$ cat src/sv/ltvs_pkg.sv
`timescale 1ns / 1ps
// ----------------------------------------------------------------------------
// ltvs_pkg: shared types and constants for the LRU timestamp victim selector
// Field widths, operation codes, controller state, command and status words.
// ----------------------------------------------------------------------------
package ltvs_pkg;

   localparam int SET_IDX_W  = 6;
   localparam int WAY_IDX_W  = 4;
   localparam int STAMP_W    = 64;
   localparam int MASK_W     = 8;
   localparam int VICTIM_W   = 3;

   localparam int NUM_SETS_DEF = 64;
   localparam int NUM_WAYS_DEF = 8;

   localparam logic OP_UPDATE = 1'b0;
   localparam logic OP_PICK   = 1'b1;

   typedef enum logic [2:0] {
      ST_CLEAR,
      ST_IDLE,
      ST_FETCH,
      ST_REDUCE,
      ST_DELIVER
   } ltvs_state_type;

   typedef struct packed {
      logic clear_wr;   // write a zero row during the clearing pass
      logic capture;    // latch the incoming word
      logic rd_en;      // read the addressed set row
      logic upd_wr;     // write back the merged row
      logic load_cand;  // load candidates from the row just read
      logic reduce;     // one level of the min tree
      logic deliver;    // move the winner into the output register
   } ltvs_cmd_type;

   typedef struct packed {
      logic clear_last;
      logic level_last;
      logic out_free;
      logic req_is_pick;
      logic req_upd_ok;
      logic op_pick;
   } ltvs_status_type;

endpackage

$ cat src/sv/ltvs_ctrl.sv
`timescale 1ns / 1ps
// ----------------------------------------------------------------------------
// ltvs_ctrl: sequencing controller
// Clearing pass, request intake, row read/write-back and min-tree steps.
// ----------------------------------------------------------------------------
module ltvs_ctrl (
   input  logic                      clock,
   input  logic                      reset,
   input  logic                      req_valid,
   output logic                      req_ready,
   input  ltvs_pkg::ltvs_status_type status,
   output ltvs_pkg::ltvs_cmd_type    cmd
);

   ltvs_pkg::ltvs_state_type state_ff, state_in;

   always_ff @(posedge clock) begin
      if (reset) begin
         state_ff <= ltvs_pkg::ST_CLEAR;
      end else begin
         state_ff <= state_in;
      end
   end

   always_comb begin
      state_in  = state_ff;
      cmd       = '0;
      req_ready = 1'b0;
      unique case (state_ff)
         ltvs_pkg::ST_CLEAR: begin
            cmd.clear_wr = 1'b1;
            if (status.clear_last) begin
               state_in = ltvs_pkg::ST_IDLE;
            end
         end
         ltvs_pkg::ST_IDLE: begin
            req_ready = 1'b1;
            if (req_valid) begin
               cmd.capture = 1'b1;
               // an update to no way is swallowed here
               if (status.req_is_pick || status.req_upd_ok) begin
                  cmd.rd_en = 1'b1;
                  state_in  = ltvs_pkg::ST_FETCH;
               end
            end
         end
         ltvs_pkg::ST_FETCH: begin
            if (status.op_pick) begin
               cmd.load_cand = 1'b1;
               state_in      = ltvs_pkg::ST_REDUCE;
            end else begin
               cmd.upd_wr = 1'b1;
               state_in   = ltvs_pkg::ST_IDLE;
            end
         end
         ltvs_pkg::ST_REDUCE: begin
            cmd.reduce = 1'b1;
            if (status.level_last) begin
               state_in = ltvs_pkg::ST_DELIVER;
            end
         end
         ltvs_pkg::ST_DELIVER: begin
            if (status.out_free) begin
               cmd.deliver = 1'b1;
               state_in    = ltvs_pkg::ST_IDLE;
            end
         end
         default: begin
            state_in = ltvs_pkg::ST_CLEAR;
         end
      endcase
   end

`ifndef SYNTH
   // no word may be taken in the cycle right after reset: clearing pass runs
   a_no_intake_after_reset: assert property (@(posedge clock)
      $past(reset) |-> !req_ready)
      else $error("request taken before clearing pass");
`endif

endmodule

$ cat config.mk
export PLATFORM = sky130hd
export DESIGN_NAME = ltvs_ctrl
export DESIGN_NICKNAME = d
export VERILOG_FILES = /design/src/sv/ltvs_pkg.sv /design/src/sv/ltvs_ctrl.sv
export SDC_FILE = /design/constraint.sdc
export NUM_CORES = 1
export LEC_CHECK = 0
export BUFFER_PORTS_ARGS = -buffer_cell sky130_fd_sc_hd__buf_4
export CORE_AREA = 3 3 40 42
export CTS_CLUSTER_SIZE = 40
export DETAILED_ROUTE_END_ITERATION = 8
export DIE_AREA = 0 0 43 45
export PLACE_DENSITY = 0.41
export SYNTH_ARGS = -nofsm -noshare
export SYNTH_HDL_FRONTEND = slang
export SYNTH_SLANG_ARGS = --single-unit
$ cat constraint.sdc
create_clock -name clock -period 1.4 [get_ports clock]
set_clock_uncertainty 0.15 [all_clocks]
set_input_delay 0.21 -clock clock [delete_from_list [all_inputs] [get_ports clock]]
set_output_delay 0.21 -clock clock [all_outputs]
set_load 0.05 [all_outputs]
==> results of run 1 <==
## stage by stage
step	util	area, µm²
6_report	0.5083	653.1
3_3_place_gp	0.3671	471.7
5_1_grt	0.5083	653.1
2_1_floorplan	-	329.1
3_5_place_dp	0.3671	471.7
4_1_cts	0.4635	595.6
## logic make-up (layout without fill, tap and decap cells)
family,count (synthesis),after routing,synth area share
buffers and inverters,5,35,0.1482
multiplexers,1,1,0.05554
AND/OR/NAND/NOR,14,14,0.3288
flip-flops,3,3,0.2222
AO/OA/AOI/OAI,7,7,0.2454
## worst max-delay path by stage
stage / to / slack [ns]
2_1_floorplan: cmd[5] / -0.24
3_3_place_gp: cmd[4] / 0.009
3_5_place_dp: cmd[4] / -0.01
4_1_cts: cmd[4] / -0.14
5_1_grt: cmd[4] / -0.18
6_report: cmd[4] / -0.12
## report_power, final
part	internal, mW	switching (mW)
Clock	0.107	0.0460
Sequential	0.0883	0.0128
Combinational	0.0975	0.101
## cell usage in the layout, fill, tap and decap left out, drive strengths merged
master,instances
o31ai,1
inv,2
buf,27
a21o,1
nand2,1
nor4b,1
a221oi,1
and3,1
mux2,1
dlygate4sd3,1
dfxtp,3
o31a,1
and2,1
o21ai,1
and3b,1
nor2,3
nor3,2
and4bb,1
a211oi,1
nor4,1
a32oi,1
clkbuf,5
and2b,1
nand3b,1
## layer usage
| layer | wire length [µm] | up-vias | global-route usage |
|---|---|---|---|
| met3 | 65 | 0 | 0.02390 |
| met4 | 0 | 0 | 0.07229 |
| li1 | - | 173 | - |
| met2 | 523 | 14 | 0.1707 |
| met5 | 0 | - | 0 |
| met1 | 370 | 157 | 0.1277 |
## repair_timing
item | 4_1_cts | 5_1_grt
resized for setup | 17 | 7
pin swaps | 2 | 4
endpoints found under the setup margin | 8 | 9
hold buffers | 1 | 0
buffers inserted | 4 | 3
endpoints found under the hold margin | 1 | 0
## tightest hold or removal path, stage by stage
cell and delay [ns]:
buf_4 0.09, a32oi_1 0.05, nor2_1 0.08
## area by class of cell
type                       count  share of cell area
tap                           15             0.02874
timing repair buffer          29              0.4310
inverter                       2             0.01916
sequential                     3              0.1092
clock buffer                   4             0.04023
multi-input combinational     22              0.3716
==> flow_metrics.tcl, run 1 <==
set metrics [dict create \
    run_status "finished, violations left" \
    violations "negative setup slack" \
    dp_cells 63 \
    ys_ff_latch 3 \
    min-delay-start "status[4]" \
    synthDistinctLibCells 24 \
    cp_data_required_time_ns 1.04 \
    remaining_global_route_overflow 0 \
    fp.dieArea_um2 1935 \
    initialDrtViolationCount 2 \
    io_buffer_count 16 \
    worst_skew_pair.late_latency_ns 0.23 \
    sequential_cell_area_um2 71.32 \
    max_flop_register "state_ff" \
    layout-drive-gt1-share 0.7833 \
    antenna_violating_nets_post_route 0 \
    synthesis.instances 30 \
    critical-path-top-cell-by-count "buf_6" \
    critPathKind "reg -> out" \
    synth_fp_nets 39 \
    reg2reg_depth 4 \
    clk_path_buf_depth 2 \
    critical_path.endpoint_type "primary output" \
    path_depth 3 \
    layout_setup_ws_ns -0.1222 \
    htree_num_levels 1 \
    largest_reg_flops 3 \
    grt.total_usage 0.1066 \
    finalCriticalPeriod_ns 1.522 \
    tritoncts_num_sinks 3 \
    synth_area_per_cell_um2 9.009 \
    detail_route.drc_violations 0 \
    report.final.slew_viol_count 0 \
    layout.filler_cells 133 \
    start_util 0.2103 \
    root_buf_cell "clkbuf_4" \
    asyncSetResetFlopFracSynth 0 \
    via_count 344 \
    period_share 1.087 \
    cts_tree "done" \
    hold_depth 3 \
    grt_first_pass_wirelength_um 1511 \
    crit_arrival_ns 1.16 \
    gpl.final_weighted_congestion 0.6911 \
    final_net_count 70 \
    timing_worst_slew_pin_value_ns 0.2130 \
    via_per_inst 4.587 \
    synth_seq_area_share 0.2222 \
    grt_max_degree 10 \
    setup.worst_path.start "state_ff[2]" \
    crit_slowest_cell "dfxtp_4" \
    grt_setup_unrepaired "true" \
    die_w_um 43 \
    area_delta_synth_final_pct 141.7 \
    leading_cell_types_by_count_after_synthesis "dfxtp_1 (3), nor2_1 (3), buf_6 (2), nor3_1 (2)" \
    fp.coreArea_um2 1285 \
    report.power.total_uw 452.2 \
    num_rows 13 \
    max_freq_mhz 657.0 \
    synthTopCellsByArea "dfxtp_1 (22%), buf_6 (8.3%), a221oi_2 (5.6%)" \
    antenna_found_initial 0 \
    worst_hold_path_type "in -> reg" \
    preCtsSetupSlack_ns -0.01130 \
    drt-wirelength-per-cell_um 12.80 \
    final_hold_fails 0 \
    synth_area_leader_cell "dfxtp_1" \
    worst_slew_margin_rel 0.8580 \
    finalSetupViolCount 8 \
    pin_count 17 \
    synth_edf_count 0 \
    synthesis.area_um2 270.3 \
    start_kind "register" \
    die_h_um 45 \
    worstReg2RegEnd "state_ff[0]" \
    first_global_vias 336 \
    finalNonFillerCells 75 \
    critical_path.top_delay_family "flip-flops" \
    fin_worst_hold_slack_ns 0.08308 \
    drv.max_cap_violation_count 0 \
    numCtsBuffers 3 \
    firstDrtPassIters 2 \
    layout_top_registers "state_ff (3)" \
    drt_wl_total_um 960 \
    cp_num_buf_inv 2 \
    r2r_slack_ns 0 \
    yosys_synthesis_warning_count 0 \
    accumulated_negative_setup_slack_ns -0.6200 \
    r2r_start "state_ff[2]" \
    worst-path-max-fanout 6 \
    clk_pin_slew_ns 0.04 \
    path_cells "buf_6, nor4_4, buf_6" \
    area_share_of_the_largest_cell_type_after_synthesis 0.2222 \
    worst_voltage_drop_across_the_vdd_grid_mv 0.4380 \
    total_leakage_power_nw 0.2906 \
    detailed_place_hpwl_um 608 \
    postSynth.topFlopCell "dfxtp_1" \
    min_to "state_ff[2]" \
    max_stage_delay_ns 0.37 \
    area_of_the_multi_input_gates_um2 242.7 \
    power_per_cell_area_nw_per_um2 692.4 \
    antennaDiodeCount 0 \
]
(Power assumes the default switching activity.)
==> inputs of run 2 (changes only) <==
- CORE_AREA: 3 3 40 42 -> 5 5 42 44
- DIE_AREA: 0 0 43 45 -> 0 0 47 49
- PLACE_DENSITY: 0.41 -> 0.44
- SLEW_MARGIN: default -> 20
==> run 2 against run 1 <==
Compared with the run above: the run still ends with negative setup slack left; non-clock buffer count increased by 1; total power decreased by 2.4%; hold slack got worse by 0.064 ns; critical path depth unchanged; flip-flop and latch count unchanged; cell area unchanged; sequential power about the same; critical endpoint unchanged; largest cell class unchanged; highest routed layer unchanged.
==> flow_metrics.tcl, run 2 (synthesis results as in run 1) <==
set metrics [dict create \
    finalCriticalPeriod_ns 1.541 \
    reg2reg_depth 4 \
    mostFrequentLayoutCells "buf_4 (14), buf_6 (13)" \
    max_stage_delay_ns 0.37 \
    fp.coreArea_um2 1401 \
    worst_slew_margin_rel 0.8411 \
    via_per_inst 4.675 \
    power.share.clock 0.342 \
    numCtsBuffers 3 \
    layout_top_registers "state_ff (3)" \
    gr-usage-met1 0.1033 \
    layout-drive-gt1-share 0.7869 \
    start_kind "register" \
    max_freq_mhz 648.7 \
    finalNonFillerCells 77 \
    critical-path-top-cell-by-count "buf_6" \
    area_delta_synth_final_pct 141.7 \
    firstDrtPassIters 3 \
    gpl.final_weighted_congestion 0.7308 \
    die_h_um 49 \
    antennaDiodeCount 0 \
    crit_slowest_cell "dfxtp_4" \
    final_hold_fails 0 \
    drt_wl_total_um 1034 \
    first_global_vias 401 \
    grt_use_met3 0.01845 \
    clk_path_buf_depth 2 \
    path_cells "buf_6, nor4_4, buf_6" \
    power_frac_comb 0.424 \
    io_buffer_count 16 \
    clk_pin_slew_ns 0.04 \
    critical_path.endpoint_type "primary output" \
    via_count 360 \
    grt.total_usage 0.1077 \
    preCtsSetupSlack_ns -0.02499 \
    cp_num_buf_inv 2 \
    timing_worst_slew_pin_value_ns 0.2383 \
    worst_hold_path_type "in -> reg" \
    report.final.slew_viol_count 0 \
    layout.filler_cells 149 \
    dp_cells 64 \
    antenna_violating_nets_post_route 0 \
    drv.max_cap_violation_count 0 \
    period_share 1.101 \
    drt-wirelength-per-cell_um 13.43 \
    htree_num_levels 1 \
    worst_voltage_drop_across_the_vdd_grid_mv 0.3306 \
    crit_arrival_ns 1.18 \
    antenna_found_initial 0 \
    fp.dieArea_um2 2303 \
    initialDrtViolationCount 1 \
    root_buf_cell "clkbuf_4" \
    worst_skew_pair.late_latency_ns 0.23 \
    start_util 0.1929 \
    remaining_global_route_overflow 0 \
    cts_tree "done" \
    total_leakage_power_nw 0.2942 \
    die_w_um 47 \
    num_rows 14 \
    netSwitchingFraction 0.3436 \
    intPower_uw 289.6 \
    power.net_switching_uw 151.6 \
    grt_busiest_layer "met2" \
    violations "negative setup slack" \
    leading_cell_type_in_the_layout_fill_and_taps_excluded "buf_4" \
    grt_max_degree 9 \
    grt_setup_unrepaired "true" \
    critPathKind "reg -> out" \
    max_flop_register "state_ff" \
    largest_reg_flops 3 \
    worst-path-max-fanout 8 \
    global_route.usage.met2 0.1946 \
    path_depth 3 \
    cp_data_required_time_ns 1.04 \
    tritoncts_num_sinks 3 \
    run_status "finished, violations left" \
    final_net_count 71 \
    detail_route.drc_violations 0 \
    layout_setup_ws_ns -0.1415 \
    pin_count 17 \
    power_per_cell_area_nw_per_um2 675.5 \
    hold_depth 2 \
    finalSetupViolCount 8 \
    power.sequential.fraction 0.234 \
    critical_path.top_delay_family "flip-flops" \
    grt_first_pass_wirelength_um 1766 \
]
[run 2: power by group through the flow]
| stage | logic [mW] | clock network [mW] | registers, mW |
|---|---|---|---|
| floorplan | 0.115 | 0 | 0.0943 |
| detailed placement | 0.149 | 0 | 0.109 |
| global placement | 0.147 | 0 | 0.107 |
| finish | 0.187 | 0.151 | 0.103 |
| global route | 0.199 | 0.160 | 0.105 |
| CTS | 0.178 | 0.159 | 0.103 |
[run 2: final timing paths]
path                     from          end  slack, ns
hold reg to reg   state_ff[0]  state_ff[0]       0.51
setup reg to reg  state_ff[2]  state_ff[0]      -0.04
setup / recovery  state_ff[1]       cmd[4]      -0.14
hold / removal          reset  state_ff[2]       0.02
[run 2: timing repair]
action	in CTS	in global routing
pin swaps	2	2
hold endpoints to repair	0	0
endpoints found under the setup margin	9	9
gates resized for setup	18	6
hold buffers	0	0
buffers inserted	7	2
[run 2: metrics by stage]
stage / util / power, mW / hold WS [ns] / setup TNS (ns) / instance area (µm²)
floorplan: - / 0.2095 / 0.1250 / -0.4518 / 329.1
CTS: 0.4375 / 0.4397 / 0.007085 / -0.6800 / 613.1
global route: 0.4661 / 0.4637 / 0.02201 / -1.014 / 653.1
finish: 0.4661 / 0.4412 / 0.01888 / -0.5948 / 653.1
global placement: 0.3375 / 0.2539 / 0.2515 / 0 / 473.0
detailed placement: 0.3375 / 0.2573 / 0.2583 / -0.02499 / 473.0
[run 2: area by class of cell]
cell class                 count  area (µm²)  share of cell area
sequential                     3       71.32              0.1092
inverter                       2       12.51             0.01916
tap                           16       20.02             0.03065
timing repair buffer          30       296.5              0.4540
multi-input combinational     22       226.5              0.3467
clock buffer                   4       26.28             0.04023
[run 2: per-layer routing]
layer,vias to the layer above,wire (µm),part of all wire
met3,0,71,0.069
met2,11,659,0.64
met4,0,0,0
met5,-,0,0
li1,174,-,-
met1,175,303,0.29
==> inputs of run 3 (changes only) <==
- clock period: 1.4 -> 1.7 ns (I/O delays scaled with it)
==> run 3 against run 2 <==
Compared with the run above: the run now ends clean; setup slack better by 0.26 ns; via count down 17%; critical path depth down 1; total power decreased by 28%; die area unchanged; critical path type unchanged; largest cell class is now multi-input gates; largest power group is now clock.
==> flow_metrics.tcl, run 3 (synthesis results as in run 1) <==
set metrics [dict create \
    critical_path.endpoint_type "primary output" \
    antenna_violating_nets_post_route 0 \
    worstReg2RegEnd "state_ff[0]" \
    min_to "state_ff[2]" \
    timing_worst_slew_pin_value_ns 0.3235 \
    power.net_switching_uw 109.5 \
    remaining_global_route_overflow 0 \
    antennaDiodeCount 0 \
    netSwitchingFraction 0.3435 \
    cp_data_required_time_ns 1.29 \
    r2r_slack_ns 0.30 \
    max_flop_register "state_ff" \
    run_status "finished, final reports clean" \
    grt_setup_unrepaired "false" \
    start_util 0.1929 \
    finalSetupViolCount 0 \
    dp_cells 59 \
    detailed_place_hpwl_um 581.6 \
    hold_buffer_count_at_cts 0 \
    pin_count 17 \
    mostFrequentLayoutCells "buf_4 (16), nor2_1 (3), clkbuf_4 (3)" \
    drt_wl_total_um 738 \
    grt_first_pass_wirelength_um 1145 \
    grt.total_usage 0.06977 \
    final_core_util 0.3152 \
    detail_route.drc_violations 0 \
    die_w_um 47 \
    reg2reg_depth 3 \
    max_freq_mhz 634.0 \
    total_leakage_power_nw 0.1969 \
    numCtsBuffers 3 \
    hold_depth 2 \
    layout-drive-gt1-share 0.6809 \
    gpl.final_weighted_congestion 0.7383 \
    via_per_inst 4.730 \
    period_share 0.9278 \
    drv.max_cap_violation_count 0 \
    worst_skew_pair.late_latency_ns 0.23 \
    tritoncts_num_sinks 3 \
    r2r_start "state_ff[2]" \
    worst_voltage_drop_across_the_vdd_grid_mv 0.2407 \
    start_kind "register" \
    clk_pin_slew_ns 0.04 \
    num_rows 14 \
    layout.filler_cells 154 \
    die_h_um 49 \
    cts_tree "done" \
    power.share.clock 0.388 \
    first_global_vias 314 \
    via_count 298 \
    report.power.total_uw 318.8 \
    firstDrtPassIters 1 \
    min-delay-start "reset" \
    worst_hold_path_type "in -> reg" \
    final_net_count 57 \
    intPower_uw 209.3 \
    fp.dieArea_um2 2303 \
    finalNonFillerCells 63 \
    root_buf_cell "clkbuf_4" \
    io_buffer_count 16 \
    finalCriticalPeriod_ns 1.577 \
    worst_slew_margin_rel 0.7829 \
    drt-wirelength-per-cell_um 11.71 \
    clk_path_buf_depth 2 \
    htree_num_levels 1 \
    worst-path-max-fanout 11 \
    leading_cell_type_in_the_layout_fill_and_taps_excluded "buf_4" \
    cts_setup_buffers 0 \
    critPathKind "reg -> out" \
    layout_top_registers "state_ff (3)" \
    area_delta_synth_final_pct 63.43 \
    initialDrtViolationCount 0 \
    antenna_found_initial 0 \
    power.sequential.fraction 0.272 \
    grt_max_degree 13 \
    power_per_cell_area_nw_per_um2 721.8 \
    crit_arrival_ns 1.17 \
    fp.coreArea_um2 1401 \
    largest_reg_flops 3 \
    power_frac_comb 0.340 \
    final_hold_fails 0 \
    report.final.slew_viol_count 0 \
]
-- run 3: changes by cell type in the layout (fill, tap and decap cells not counted), sizes merged --
cell  delta
buf     -14
-- run 3: area by class of cell --
type	count	area (µm²)	area share
clock buffers	4	26.28	0.05949
inverters	2	10.01	0.02266
multi-input cells	22	198.9	0.4504
flip-flops and latches	3	66.31	0.1501
well taps	16	20.02	0.04533
repair buffers	16	120.1	0.2720
-- run 3: per-layer routing --
metal | share of wire | wire, µm | vias to the layer above | global-route usage
met1 | 0.40 | 292 | 134 | 0.07489
met3 | 0.13 | 97 | 2 | 0.01845
met2 | 0.45 | 334 | 16 | 0.09502
met5 | 0 | 0 | - | 0
met4 | 0.019 | 14 | 0 | 0.08295
li1 | - | - | 146 | -
-- run 3: worst max-delay path by stage --
stage                start     endpoint  slack, ns  cells after the start
3_5_place_dp   state_ff[2]  state_ff[0]       0.12                      3
4_1_cts        state_ff[0]       cmd[5]       0.06                      4
5_1_grt        state_ff[0]       cmd[5]       0.05                      4
2_1_floorplan  state_ff[0]       cmd[5]      -0.16                      4
6_report       state_ff[1]       cmd[3]       0.12                      2
3_3_place_gp   state_ff[2]  state_ff[0]       0.18                      3
-- run 3: timing repair --
action / 4_1_cts / 5_1_grt
resized for setup: 3 / 1
gates cloned: 0 / 0
pin swaps: 0 / 0
endpoints found under the setup margin: 6 / 2
-- run 3: through the flow --
stage / instance area (µm²) / worst slack, ns / TNS (ns) / hold WS, ns
2_1_floorplan: 299.0 / -0.1592 / -0.4219 / 0.1774
6_report: 441.7 / 0.1227 / 0 / 0.06640
4_1_cts: 439.2 / 0.05659 / 0 / 0.05599
5_1_grt: 441.7 / 0.04700 / 0 / 0.06008
3_3_place_gp: 409.1 / 0.1845 / 0 / 0.3072
3_5_place_dp: 409.1 / 0.1249 / 0 / 0.3180
-- run 3: worst max-delay path, stage by stage, from the launching register on --
cell     delay, ns
dfxtp_2       0.46
nor4b_2       0.24
buf_4         0.24
-- run 3: power by group through the flow --
| stage | sequential [mW] | clock [mW] | combinational (mW) |
|---|---|---|---|
| global route | 0.0881 | 0.138 | 0.115 |
| global placement | 0.0869 | 0 | 0.108 |
| CTS | 0.0869 | 0.135 | 0.110 |
| floorplan | 0.0770 | 0 | 0.0873 |
| detailed placement | 0.0873 | 0 | 0.109 |
| finish | 0.0868 | 0.124 | 0.108 |
